### src/rtl/core/dps_pkg.sv
// Package for the dynamic priority scheduler: slot count, item structs,
// slot status and controller state codes. No dependencies.
package dps_pkg;

  localparam int SLOTS  = 8;
  localparam int SLOT_W = $clog2(SLOTS);
  // Internal slot index is at least as wide as the 3-bit slot_index field.
  localparam int IDX_W  = (SLOT_W > 3) ? SLOT_W : 3;
  localparam int CNT_W  = SLOT_W;

  localparam logic signed [15:0] PRI_MIN = 16'sh8000;

  localparam logic CMD_LOAD = 1'b0;
  localparam logic CMD_TICK = 1'b1;

  typedef enum logic [1:0] {
    ST_EMPTY = 2'd0,
    ST_READY = 2'd1,
    ST_DONE  = 2'd2
  } slot_status_t;

  typedef enum logic {
    S_IDLE,
    S_SCAN
  } ctrl_state_t;

  typedef struct packed {
    logic               command;
    logic [2:0]         slot_index;
    logic [7:0]         task_id;
    logic signed [15:0] start_priority;
    logic [15:0]        run_time;
  } in_item_t;

  typedef struct packed {
    logic               was_load;
    logic               idle;
    logic [2:0]         served_slot;
    logic [7:0]         served_id;
    logic signed [15:0] new_priority;
    logic [15:0]        remaining;
    logic               finished;
  } out_item_t;

  // Slot write broadcast to every cell (load or post-tick update).
  typedef struct packed {
    logic               en;
    logic [IDX_W-1:0]   slot;
    logic [7:0]         id;
    logic signed [15:0] pri;
    logic [15:0]        rem;
  } slot_wr_t;

  // Best-so-far candidate passed down the cell row.
  typedef struct packed {
    logic               found;
    logic [IDX_W-1:0]   idx;
    logic [7:0]         id;
    logic signed [15:0] pri;
    logic [15:0]        rem;
  } tok_t;

endpackage

### src/rtl/core/dps_cell.sv
// One task slot of the scheduler row: holds the slot and passes the
// best-so-far candidate to its neighbor each cycle. Uses dps_pkg.
module dps_cell import dps_pkg::*; (
  input  logic             clk,
  input  logic             rst_n,
  input  logic [IDX_W-1:0] cell_idx,
  input  slot_wr_t         wr,
  input  tok_t             tok_in,
  output tok_t             tok_out
);

  slot_status_t       status_r;
  logic [7:0]         id_r;
  logic signed [15:0] pri_r;
  logic [15:0]        rem_r;
  tok_t               tok_r;
  tok_t               tok_nxt;
  logic               hit;
  logic               take;

  assign hit = wr.en && (wr.slot == cell_idx);

  always_ff @(posedge clk) begin
    if (!rst_n) begin
      status_r <= ST_EMPTY;
    end else if (hit) begin
      status_r <= (wr.rem == 16'd0) ? ST_DONE : ST_READY;
    end
  end

  always_ff @(posedge clk) begin
    if (hit) begin
      id_r  <= wr.id;
      pri_r <= wr.pri;
      rem_r <= wr.rem;
    end
  end

  // Strictly greater: an earlier cell keeps the win on a tie.
  assign take = (status_r == ST_READY) &&
                (!tok_in.found || (pri_r > tok_in.pri));

  always_comb begin
    tok_nxt = tok_in;
    if (take) begin
      tok_nxt.found = 1'b1;
      tok_nxt.idx   = cell_idx;
      tok_nxt.id    = id_r;
      tok_nxt.pri   = pri_r;
      tok_nxt.rem   = rem_r;
    end
  end

  always_ff @(posedge clk) begin
    if (!rst_n) begin
      tok_r <= '0;
    end else begin
      tok_r <= tok_nxt;
    end
  end

  assign tok_out = tok_r;

endmodule

### src/rtl/core/dynamic_priority_scheduler.sv
// Top level of the dynamic priority scheduler: command decode, scan control
// and result register over a row of dps_cell slots. Uses dps_pkg, dps_cell.
//
// Usage:
//   An item is taken at a rising edge with start high and busy low.
//   A load writes one slot; its result strobes on out_valid the next cycle
//   and busy stays low, so loads may follow back to back.
//   A tick raises busy while the best candidate ripples down the row of
//   SLOTS cells, one cell per cycle; the served slot is then updated and
//   the result strobes in the cycle busy drops, after which the next item
//   can be taken. The length of the cell row sets how long the scan lasts.
//   Each result is on out_item for exactly one cycle with out_valid high;
//   the receiver cannot stall, so nothing is held back.
//   Reset (rst_n low, synchronous) marks every slot empty and clears
//   the controller and out_valid; slot contents are not cleared.
//   A tick that finds no ready slot returns idle with all other fields zero.
module dynamic_priority_scheduler import dps_pkg::*; (
  input  logic      clk,
  input  logic      rst_n,
  input  logic      start,
  output logic      busy,
  input  in_item_t  in_item,
  output logic      out_valid,
  output out_item_t out_item
);

  ctrl_state_t      state_r, state_nxt;
  logic [CNT_W-1:0] cnt_r, cnt_nxt;
  logic             out_valid_r, out_valid_nxt;
  out_item_t        out_item_r, out_item_nxt;
  slot_wr_t         wr;
  tok_t             tok [0:SLOTS];
  tok_t             best;
  logic             accept;
  logic signed [15:0] pri_dec;
  logic [15:0]      rem_dec;

  assign tok[0] = '0;

  for (genvar k = 0; k < SLOTS; k++) begin : g_cell
    dps_cell u_cell (
      .clk      (clk),
      .rst_n    (rst_n),
      .cell_idx (IDX_W'(k)),
      .wr       (wr),
      .tok_in   (tok[k]),
      .tok_out  (tok[k+1])
    );
  end

  assign best   = tok[SLOTS];
  assign accept = start && (state_r == S_IDLE);
  assign busy   = (state_r != S_IDLE);

  assign pri_dec = (best.pri == PRI_MIN) ? best.pri : best.pri - 16'sd1;
  assign rem_dec = (best.rem != 16'd0) ? best.rem - 16'd1 : best.rem;

  always_comb begin
    state_nxt     = state_r;
    cnt_nxt       = cnt_r;
    out_valid_nxt = 1'b0;
    out_item_nxt  = out_item_r;
    wr            = '0;
    unique case (state_r)
      S_IDLE: begin
        if (accept) begin
          if (in_item.command == CMD_LOAD) begin
            wr.en  = 1'b1;
            wr.slot = IDX_W'(in_item.slot_index);
            wr.id  = in_item.task_id;
            wr.pri = in_item.start_priority;
            wr.rem = in_item.run_time;
            out_valid_nxt             = 1'b1;
            out_item_nxt.was_load     = 1'b1;
            out_item_nxt.idle         = 1'b0;
            out_item_nxt.served_slot  = in_item.slot_index;
            out_item_nxt.served_id    = in_item.task_id;
            out_item_nxt.new_priority = in_item.start_priority;
            out_item_nxt.remaining    = in_item.run_time;
            out_item_nxt.finished     = (in_item.run_time == 16'd0);
          end else begin
            state_nxt = S_SCAN;
            cnt_nxt   = '0;
          end
        end
      end
      S_SCAN: begin
        cnt_nxt = cnt_r + 1'b1;
        // Last cell output is settled once the candidate has crossed the row.
        if (cnt_r == CNT_W'(SLOTS - 1)) begin
          state_nxt     = S_IDLE;
          out_valid_nxt = 1'b1;
          out_item_nxt  = '0;
          if (best.found) begin
            wr.en   = 1'b1;
            wr.slot = best.idx;
            wr.id   = best.id;
            wr.pri  = pri_dec;
            wr.rem  = rem_dec;
            out_item_nxt.served_slot  = best.idx[2:0];
            out_item_nxt.served_id    = best.id;
            out_item_nxt.new_priority = pri_dec;
            out_item_nxt.remaining    = rem_dec;
            out_item_nxt.finished     = (rem_dec == 16'd0);
          end else begin
            out_item_nxt.idle = 1'b1;
          end
        end
      end
      default: begin
        state_nxt = S_IDLE;
      end
    endcase
  end

  always_ff @(posedge clk) begin
    if (!rst_n) begin
      state_r     <= S_IDLE;
      cnt_r       <= '0;
      out_valid_r <= 1'b0;
    end else begin
      state_r     <= state_nxt;
      cnt_r       <= cnt_nxt;
      out_valid_r <= out_valid_nxt;
    end
  end

  always_ff @(posedge clk) begin
    out_item_r <= out_item_nxt;
  end

  assign out_valid = out_valid_r;
  assign out_item  = out_item_r;

endmodule

### config.mk
export PLATFORM = sky130hd
export DESIGN_NAME = dynamic_priority_scheduler
export DESIGN_NICKNAME = d
export VERILOG_FILES = /design/src/rtl/core/dps_pkg.sv /design/src/rtl/core/dps_cell.sv /design/src/rtl/core/dynamic_priority_scheduler.sv
export SDC_FILE = /design/constraint.sdc
export NUM_CORES = 1
export LEC_CHECK = 0
export BUFFER_PORTS_ARGS = -buffer_cell sky130_fd_sc_hd__buf_2
export CORE_ASPECT_RATIO = 2
export CORE_UTILIZATION = 30
export CTS_CLUSTER_SIZE = 25
export DETAILED_ROUTE_END_ITERATION = 10
export GPL_ROUTABILITY_DRIVEN = 0
export PLACE_DENSITY = 0.4
export SYNTH_ARGS = -nofsm -noshare
export SYNTH_HDL_FRONTEND = slang
export SYNTH_SLANG_ARGS = --single-unit
### constraint.sdc
create_clock -name clk -period 6.6 [get_ports clk]
set_clock_uncertainty 0.2 [all_clocks]
set_input_delay 0.66 -clock clk [delete_from_list [all_inputs] [get_ports clk]]
set_output_delay 0.66 -clock clk [all_outputs]
set_load 0.05 [all_outputs]
## After elaboration in Yosys (flattened, before gate mapping)

Cells that the tools add are included.

- Bits in registers: 739
- Logic and storage cells: 198
- Input port bits: 47

- Eq/ne operators: 21
- Bitwise gates (word level): 2
- Reductions and logical operators: 44
- Magnitude comparators: 7
- Multiplexer cells: 33
- Add/sub/neg operators: 3

Operators by type and width:

| cell | count |
|---|---|
| $mux W44 | 13 |
| $mux W46 | 3 |
| $gt A16 B16 Y1 | 7 |
| $pmux W46 S2 | 1 |
| $pmux W44 S2 | 1 |
| $logic_not A16 Y1 | 3 |
| $mux W16 | 2 |
| $eq A16 B16 Y1 const B | 1 |
| $eq A2 B1 Y1 const B | 8 |
| $logic_and A1 B1 Y1 | 16 |
| $reduce_bool A16 Y1 | 1 |
| $sub A16 B1 Y16 const B | 1 |
| $sub A16 B2 Y16 const B | 1 |
| $eq A3 B3 Y1 const B | 5 |
| $reduce_or A2 Y1 | 6 |
| $logic_not A1 Y1 | 7 |
| $logic_or A1 B1 Y1 | 7 |
| $mux W1 | 7 |
| $eq A3 B2 Y1 const B | 2 |
| $mux W3 | 2 |
| $ne A2 B2 Y1 const B | 3 |
| $pmux W3 S2 | 1 |
| $pmux W1 S2 | 2 |
| $reduce_and A2 Y1 | 2 |
| 7 further kinds | 8 |

## Depth between registers and ports, before layout

Gate-level depths: netlist of the first run.

- Depth in word-level cells: 7
- Gate-level depth with buffers: 11
- Gate-level depth less buffers: 9

## Modules after synthesis

Synthesis of the first run repeated with hierarchy kept, for this count alone.

- Cells, all modules: 2793
- Area, all modules: 31365.1 µm²

Modules (own cells, without submodules):

| module | area each (µm²) | times used | cells each |
|---|---|---|---|
| dps_cell (g_cell[0].u_cell ...) | 3475.8 | 6 | 300 |
| dps_cell (g_cell[6].u_cell ...) | 3560.9 | 2 | 310 |
| dynamic_priority_scheduler | 3388.2 | 1 | 373 |

## Worst setup path after synthesis of the first run

OpenSTA, ideal clock, no wires.

- Path type: register -> register
- Start: register state_r (netlist: busy)
- End: register g_cell[4].u_cell.status_r[1]
- Setup slack: 0.806 ns
- Clock period less this slack: 5.794 ns
- Cell stages (with the launch flop): 10
- Arrival time: 5.498 ns
- Path through: dfxtp_1 -> clkbuf_1 -> nor3b_1 -> clkbuf_1 -> clkbuf_1 -> a32oi_1 -> nor3_1 -> and3_1 -> nand3_1 -> o22ai_1

- Longest elaborated chain between the ends: 6
- Elaborated cells on any way between the ends: 8
- Those cells by class: eq/ne (1); mux (3); bitwise (1); reduce/logical (3)

RTL lines:

| item | RTL line | RTL |
|---|---|---|
| start: declaration | dynamic_priority_scheduler.sv:27 | `ctrl_state_t state_r, state_nxt;` |
| start signal: assignment | dynamic_priority_scheduler.sv:122 | `state_r <= state_nxt;` |
| $not A1 Y1 | -- |  |
| $logic_and A1 B1 Y1 | dynamic_priority_scheduler.sv:52 | `assign accept = start && (state_r == S_IDLE);` |
| $mux W44 | dynamic_priority_scheduler.sv:66 | `if (accept) begin` |
| $pmux W44 S2 * | dynamic_priority_scheduler.sv:64 | `unique case (state_r)` |
| $eq A3 B3 Y1 | dps_cell.sv:21 | `assign hit = wr.en && (wr.slot == cell_idx);` |
| $logic_and A1 B1 Y1 * | dps_cell.sv:21 |  |
| via g_cell[4].u_cell.hit | dps_cell.sv:18 | `logic hit;` |
| end signal: assignment | dps_cell.sv:27 | `status_r <= (wr.rem == 16'd0) ? ST_DONE : ST_READY;` |
| end: declaration | dps_cell.sv:12 | `slot_status_t status_r;` |

The timed path passes the listed nets; every way through them passes the cells marked *.
A chain may end at the register's enable or synchronous reset.

## Final worst setup path of the first run

- Start: register cnt_r[0]
- End: register g_cell[7].u_cell.pri_r[8], enable pin

- Longest elaborated chain between the ends: 5

RTL lines:

| item | RTL line | RTL |
|---|---|---|
| start: declaration | dynamic_priority_scheduler.sv:28 | `logic [CNT_W-1:0] cnt_r, cnt_nxt;` |
| start signal: assignment | dynamic_priority_scheduler.sv:123 | `cnt_r <= cnt_nxt;` |
| $eq A3 B3 Y1 * | dynamic_priority_scheduler.sv:90 | `if (cnt_r == CNT_W'(SLOTS - 1)) begin` |
| $mux W44 * | dynamic_priority_scheduler.sv:90 |  |
| $pmux W44 S2 * | dynamic_priority_scheduler.sv:64 |  |
| $eq A3 B3 Y1 | dps_cell.sv:21 |  |
| $logic_and A1 B1 Y1 * | dps_cell.sv:21 |  |
| via g_cell[7].u_cell.hit | dps_cell.sv:18 |  |
| end signal: assignment | dps_cell.sv:34 | `pri_r <= wr.pri;` |
| end: declaration | dps_cell.sv:14 | `logic signed [15:0] pri_r;` |

Marks and branches as above.

==> results of run 1 <==
[worst max-delay path, delay by kind of cell, from the launching register on]
| kind | cells | cell delay (ns) |
|---|---|---|
| and+or+nand+nor | 2 | 1.67 |
| buffers and inverters | 2 | 0.69 |
| AOI/OAI and AO/OA | 1 | 0.44 |
| adders and majority gates | 2 | 0.38 |
| DFF | 1 | 0.35 |
[sequential cells by signal (all words and copies together), names as in the netlist]
name,flops
g_cell.u_cell.tok_out,345
g_cell.u_cell.pri_r,128
g_cell.u_cell.rem_r,128
g_cell.u_cell.id_r,64
out_item,46
g_cell.u_cell.status_r,16
cnt_r,3
busy,1
out_valid,1
[final timing paths]
path | from | endpoint | slack (ns) | cells past startpoint
setup / recovery | cnt_r[0]$_SDFFE_PN0P_ | g_cell[7].u_cell.pri_r[8]$_DFFE_PP_ | 2.45 | 7
setup reg to reg | cnt_r[0]$_SDFFE_PN0P_ | g_cell[7].u_cell.pri_r[8]$_DFFE_PP_ | 2.45 | 7
hold / removal | in_item[22] | out_item[23]$_DFFE_PP_ | 0.12 | 2
hold reg to reg | g_cell[2].u_cell.tok_out[40]$_SDFF_PP0_ | g_cell[3].u_cell.tok_out[40]$_SDFF_PN0_ | 0.23 | 2
[power by group through the flow]
stage          logic (mW)  clock network (mW)  registers [mW]
2_1_floorplan       0.292                   0            5.03
3_3_place_gp        0.545                   0            4.99
3_5_place_dp        0.550                   0            4.99
4_1_cts             0.552                4.34            4.89
5_1_grt             0.584                4.49            4.89
6_report            0.535                4.18            4.89
[routing by layer]
metal / part of all wire [%] / global-route usage (%) / vias to the layer above / wire length [um]
li1: - / - / 9582 / -
met5: 0 / 0 / - / 0
met2: 60 / 38.5 / 281 / 55000
met3: 2.6 / 2.70 / 153 / 2380
met1: 34 / 16.7 / 9876 / 30900
met4: 3.9 / 7.83 / 0 / 3620
[cells in the mapped netlist, types with 3 or more instances]
master | n | area share [%]
nand2_1 | 414 | 5.2
dfxtp_1 | 366 | 24
edfxtp_1 | 366 | 37
mux2i_1 | 242 | 8.1
inv_1 | 164 | 2.0
nor2_1 | 157 | 2.0
clkbuf_1 | 143 | 1.8
ha_1 | 116 | 4.8
o21ai_0 | 101 | 1.7
a21oi_1 | 96 | 1.6
nand3_1 | 70 | 1.2
and3_1 | 54 | 1.1
or4_1 | 46 | 1.1
and2_1 | 44 | 0.92
nand4_1 | 34 | 0.71
a21o_1 | 28 | 0.70
nor3_1 | 23 | 0.38
nor2b_1 | 19 | 0.40
nor4_1 | 17 | 0.35
o2bb2ai_1 | 16 | 0.47
o22ai_1 | 13 | 0.27
xnor2_1 | 12 | 0.35
o21a_1 | 11 | 0.27
a32o_1 | 10 | 0.33
nand2b_1 | 10 | 0.21
a31oi_1 | 9 | 0.19
or3_1 | 9 | 0.19
xor2_1 | 9 | 0.26
a22o_1 | 8 | 0.23
o211ai_1 | 6 | 0.15
a31o_2 | 5 | 0.15
a32oi_1 | 5 | 0.15
buf_1 | 5 | 0.062
o31ai_1 | 5 | 0.12
o21ai_1 | 4 | 0.067
a2111oi_0 | 3 | 0.087
a221o_1 | 3 | 0.10
nor3b_1 | 3 | 0.075
o31a_1 | 3 | 0.087
[area by class of cell]
cell class                 count  area, um^2  share of cell area (%)
antenna                        1        2.50                 0.00726
clock buffer                 108        2070                    6.01
clock inverter                23         258                   0.748
inverter                     164         618                    1.79
multi-input combinational   1642       10700                    31.2
sequential                   732       18300                    53.2
tap                         1328        1660                    4.82
timing repair buffer         134         793                    2.30
[cells by family (layout without fill, tap and decap cells)]
kind of cell    after synthesis  count (layout)  share of synthesized area (%)
buf+inv                     316             429                           3.99
xor+xnor                     21              21                          0.611
mux                         242             242                           8.05
compound gates              351             351                           7.40
fa+ha+maj                   116             116                           4.83
simple gates                912             912                           14.2
other cells                   0               1                              0
flops                       732             732                           60.9
==> results.txt, run 1 <==
Status -> complete, no violations
Largest net degree at the start of global routing -> 214
First-pass GRT wire length -> 136000 um
Die X -> 226 um
Fraction of registers with async set/reset -> 0%
Setup WS pre-CTS -> 2.52 ns
Final HPWL DP -> 61300 um
Die ar. -> 102000 um^2
Synthesis-stage register bit count -> 732
Clock power share -> 43.5%
Vias in the first global route -> 21352
Synth cell types -> 66
Sw Ratio -> 23.2%
Switching pwr -> 2.23 mW
CP Max Fanout -> 33
TritonCTS clock tree -> built
Arrival @ worst endpoint -> 4.22 ns
Slew margin rel. -> 16.8%
CTS H-tree lvls -> 3
FMAX -> 241 MHz
Seq pwr share -> 50.9%
Die Span Y -> 450 um
CTS root buf -> clkbuf_16
Worst slew pin tran -> 1.25 ns
Commonest non-fill, non-tap cell in the layout -> nand2_1
Placed Instances -> 4000
Setup TNS -> 0 ns
Power share of the combinational group -> 5.6%
Worst Hold Margin -> 0.118 ns
Initial Util -> 30.2%
Slowest cell on crit path -> nor3_2
Leakage -> 13.8 nW
PostCTS Resize Cnt -> 0
CTS clk-pin slew, worst paths -> 0.06 ns
Total CTS buffers -> 71
Fin crit period -> 4.15 ns
Finished layout cell area -> 34500 um^2
Unrepaired setup endpoints after global routing -> no
Max clock buf depth -> 3
Fillcell total -> 9875
Antenna viol nets, final -> 0
Clk sinks -> 732
Total core area -> 99500 um^2
Clk_lat worst skew -> 0.65 ns
Vias per cell -> 4.81
Area growth syn-to-layout -> 14.6%
Final Cycle Share -> 62.9%
Synth Warn # -> 0
Commonest cells after routing, fill and taps aside -> nand2_1 (414), edfxtp_1 (366), dfxtp_1 (365)
Pwr Total -> 9.60 mW
Req. time, crit path -> 6.67 ns
Int Pwr -> 7.37 mW
Mean cell area of the mapped netlist -> 11.2 um^2
Element type at the critical path start -> register
Netlist Area Pre-Place -> 30100 um^2
Post-CTS repair timing setup buffer count -> 0
GR Overflow Total -> 0
Nets -> 2908
Syn Nets -> 2853
Ys flop type -> edfxtp_1
Port Buffer Count -> 94
Worst hold path type -> in -> reg
Slack of the critical path -> 2.45 ns
Most used cell, CP -> ha_1
Gate Count Post-Synth -> 2690
Hold buffer count at CTS -> 0
Critical path's largest stage delay -> 1.00 ns
EDFF count, synth -> 366
Drc violations -> 0
Final hold violation count -> 0
CP Cell Sequence -> ha_1 > ha_1 > inv_1 > nor2_1 > a32oi_1 > nor3_2 > buf_4
Max-slew violations -> 0
Area after DPL -> 32100 um^2
Routed wire length -> 91900 um
Starting DRC count in detailed routing -> 1122
FP Rows -> 164
Antenna violations before repair -> 1
Sequential area share after synthesis -> 60.9%
Worst VDD drop -> 0.175 mV
Final cell count without fillers -> 4132
Pre-antenna DRT Iters -> 6
IO Count -> 95
Element type at the critical path end -> register
Crit Path Category -> reg -> reg
Max-cap viol count -> 0
PwrDens -> 279 nW/um^2
Routed len/inst -> 22.2 um
Total GRT Usage -> 18.4%
Final setup violation count -> 0
DR vias -> 19892
Fraction of layout cells with a size suffix above 1 -> 9.70%
Core Util, Final -> 34.6%
(Power assumes the default switching activity.)
==> run 2, diff against run 1 <==
clock period = 4.4 ns   (was 6.6 ns; I/O delays follow)
==> results.txt, run 2 (synthesized netlist as in run 1, its figures left out) <==
Status -> complete, no violations
PostCTS Resize Cnt -> 0 (unchanged)
First-pass GRT wire length -> 132000 um (-2.5%)
Die X -> 226 um (unchanged)
Die ar. -> 102000 um^2 (unchanged)
Fillcell total -> 9868 (-0.071%)
Crit Path Category -> reg -> reg
Final HPWL DP -> 61400 um (about the same)
CP delay by family, top -> simple AND/OR/NAND/NOR gates
WP buf/inv -> 2 (unchanged)
Vias in the first global route -> 21441 (+0.42%)
Seq pwr share -> 49.7% (-1.2 points)
Post-CTS repair timing setup buffer count -> 0 (unchanged)
Cell count of the worst reg-to-reg path -> 10 (+3)
Slack of the critical path -> 0.501 ns (-1.95 ns)
Hold Startpoint -> in_item[5]
Setup WS pre-CTS -> 0.513 ns (-2.01 ns)
Routed wire length -> 87900 um (-4.3%)
Total CTS buffers -> 73 (+2.8%)
Footprint of the multi-input gates -> 10800 um^2 (+0.26%)
Clock power share -> 44.6% (+1.1 points)
TritonCTS clock tree -> built
CP Cell Sequence -> inv_1 > ha_1 > or4b_4 > nor4_4 > buf_4 > xnor2_1 > a22o_1 > or3_1 > or4_1 > o22ai_1
Port Buffer Count -> 94 (unchanged)
Power share of the combinational group -> 5.7% (about the same)
Critical Path Start -> g_cell[7].u_cell.tok_out[0]$_SDFF_PN0_
Worst reg-to-reg setup slack -> 0.50 ns (-1.95 ns)
Max clock buf depth -> 3 (unchanged)
Largest net degree at the start of global routing -> 161 (-25%)
Max reg flops -> 345 (unchanged)
CP Max Fanout -> 9 (-73%)
Final setup violation count -> 0 (unchanged)
Clk_lat worst skew -> 0.68 ns (+0.03 ns)
Worst hold path type -> in -> reg
Final hold violation count -> 0 (unchanged)
IO Count -> 95 (unchanged)
Reg2reg start -> g_cell[7].u_cell.tok_out[0]$_SDFF_PN0_
CTS clk-pin slew, worst paths -> 0.07 ns (about the same)
Critical path's largest stage delay -> 0.68 ns (-0.32 ns)
Int Pwr -> 11.3 mW (+53%)
Worst Setup EP -> g_cell[6].u_cell.status_r[1]$_SDFFE_PN0P_
Fraction of layout cells with a size suffix above 1 -> 10.8% (+1.1 points)
FP Rows -> 164 (unchanged)
Total GRT Usage -> 17.7% (-0.73 points)
Nets -> 2980 (+2.5%)
Reg2reg end -> g_cell[6].u_cell.status_r[1]$_SDFFE_PN0P_
Unrepaired setup endpoints after global routing -> no
Final cell count without fillers -> 4205 (+1.8%)
Arrival @ worst endpoint -> 4.30 ns (+0.08 ns)
Slowest cell on crit path -> or4_1
Sw Ratio -> 23.7% (+0.47 points)
Area growth syn-to-layout -> 17.9%
Antenna viol nets, final -> 0 (unchanged)
Max-slew violations -> 0 (unchanged)
DR vias -> 20189 (+1.5%)
Commonest non-fill, non-tap cell in the layout -> nand2_1
Total core area -> 99500 um^2 (unchanged)
Worst VDD drop -> 0.429 mV (+150%)
Req. time, crit path -> 4.80 ns (-1.87 ns)
FMAX -> 256 MHz (+6.5%)
FF/Latch Area -> 18300 um^2 (unchanged)
Vias per cell -> 4.80 (-0.27%)
Switching pwr -> 3.49 mW (+57%)
Starting DRC count in detailed routing -> 929 (-17%)
Fin crit period -> 3.90 ns (-0.254 ns)
WP depth -> 10 (+3)
Final Cycle Share -> 88.6% (+26 points)
Placed Instances -> 4031 (+0.78%)
Element type at the critical path end -> register
Pre-antenna DRT Iters -> 5 (-1)
CTS root buf -> clkbuf_16
Drc violations -> 0 (unchanged)
CTS H-tree lvls -> 3 (unchanged)
Max-cap viol count -> 0 (unchanged)
Slew margin rel. -> 20.5% (+3.7 points)
Routed len/inst -> 20.9 um (-6.0%)
Worst slew pin tran -> 1.19 ns (-0.0521 ns)
Commonest cells after routing, fill and taps aside -> nand2_1 (414), edfxtp_1 (366), dfxtp_1 (365)
Initial Util -> 30.2% (unchanged)
PwrDens -> 416 nW/um^2 (+49%)
GR Overflow Total -> 0 (unchanged)
Die Span Y -> 450 um (unchanged)
Clk sinks -> 732 (unchanged)
Worst Hold Margin -> 0.0508 ns (-0.0676 ns)
Core Util, Final -> 35.6% (+1.0 points)
Antenna violations before repair -> 0 (-1)
Leakage -> 14.3 nW (+3.5%)
Pwr Total -> 14.7 mW (+54%)
Element type at the critical path start -> register
## run 2: changes by cell type in the layout (fill, tap and decap cells not counted), moves of 4 or more
| cell | change |
|---|---|
| buf_4 | +14 |
| nor3_2 | -8 |
| clkinv_2 | +6 |
| buf_12 | +17 |
| nor3_4 | +8 |
| dlygate4sd3_1 | +39 |
| inv_16 | +4 |
| o21ai_1 | -6 |
| clkbuf_1 | -9 |
| o21ai_0 | +8 |
## run 2: stage by stage
stage          TNS, ns  area (um^2)
2_1_floorplan   -23.74        30100
3_3_place_gp         0        32600
6_report             0        35500
4_1_cts              0        35500
3_5_place_dp         0        32600
5_1_grt              0        35500
## run 2: final cells by class
type	instances	area share [%]
sequential	732	51.7
multi-input combinational	1642	30.4
clock buffer	97	5.63
tap	1328	4.69
timing repair buffer	204	4.59
inverter	164	1.74
clock inverter	37	1.32
antenna	1	0.00706
## run 2: power by group through the flow
stage	clock, mW	combinational [mW]	sequential (mW)
2_1_floorplan	0	0.440	7.54
3_3_place_gp	0	0.833	7.48
3_5_place_dp	0	0.838	7.49
4_1_cts	6.81	0.868	7.33
5_1_grt	7.04	0.923	7.34
6_report	6.57	0.844	7.33
## run 2: routing by layer
layer	share of wire, %	vias up	routed length (um)	track usage [%]
met5	0	-	0	0
met4	2.8	0	2500	6.09
met3	2.6	123	2300	2.65
met2	60	270	53000	36.9
met1	34	10060	30100	16.7
li1	-	9736	-	-
## run 2: how the worst min path moves through the flow
| stage | cells after the start | endpoint | slack, ns |
|---|---|---|---|
| floorplan | 2 | g_cell[3].u_cell.tok_out[40]$_SDFF_PN0_ | 0.21 |
| global placement | 2 | g_cell[3].u_cell.tok_out[41]$_SDFF_PN0_ | 0.22 |
| detailed placement | 2 | g_cell[3].u_cell.tok_out[41]$_SDFF_PN0_ | 0.22 |
| CTS | 3 | out_item[6]$_DFFE_PP_ | 0.003 |
| global route | 3 | out_item[6]$_DFFE_PP_ | 0.02 |
| finish | 3 | out_item[6]$_DFFE_PP_ | 0.05 |
## run 2: timing repair
item | CTS | global route
hold buffers | 39 | 0
endpoints found under the setup margin | 0 | 0
hold endpoints to repair | 41 | 0
## run 2: worst reg2reg max path, stage by stage (launching register included)
cell and delay, ns:
dfxtp_1 0.35, inv_1 0.11, ha_1 0.22, or4b_4 0.54, nor4_4 0.37, buf_4 0.22
xnor2_1 0.15, a22o_1 0.36, or3_1 0.40, or4_1 0.68, o22ai_1 0.24
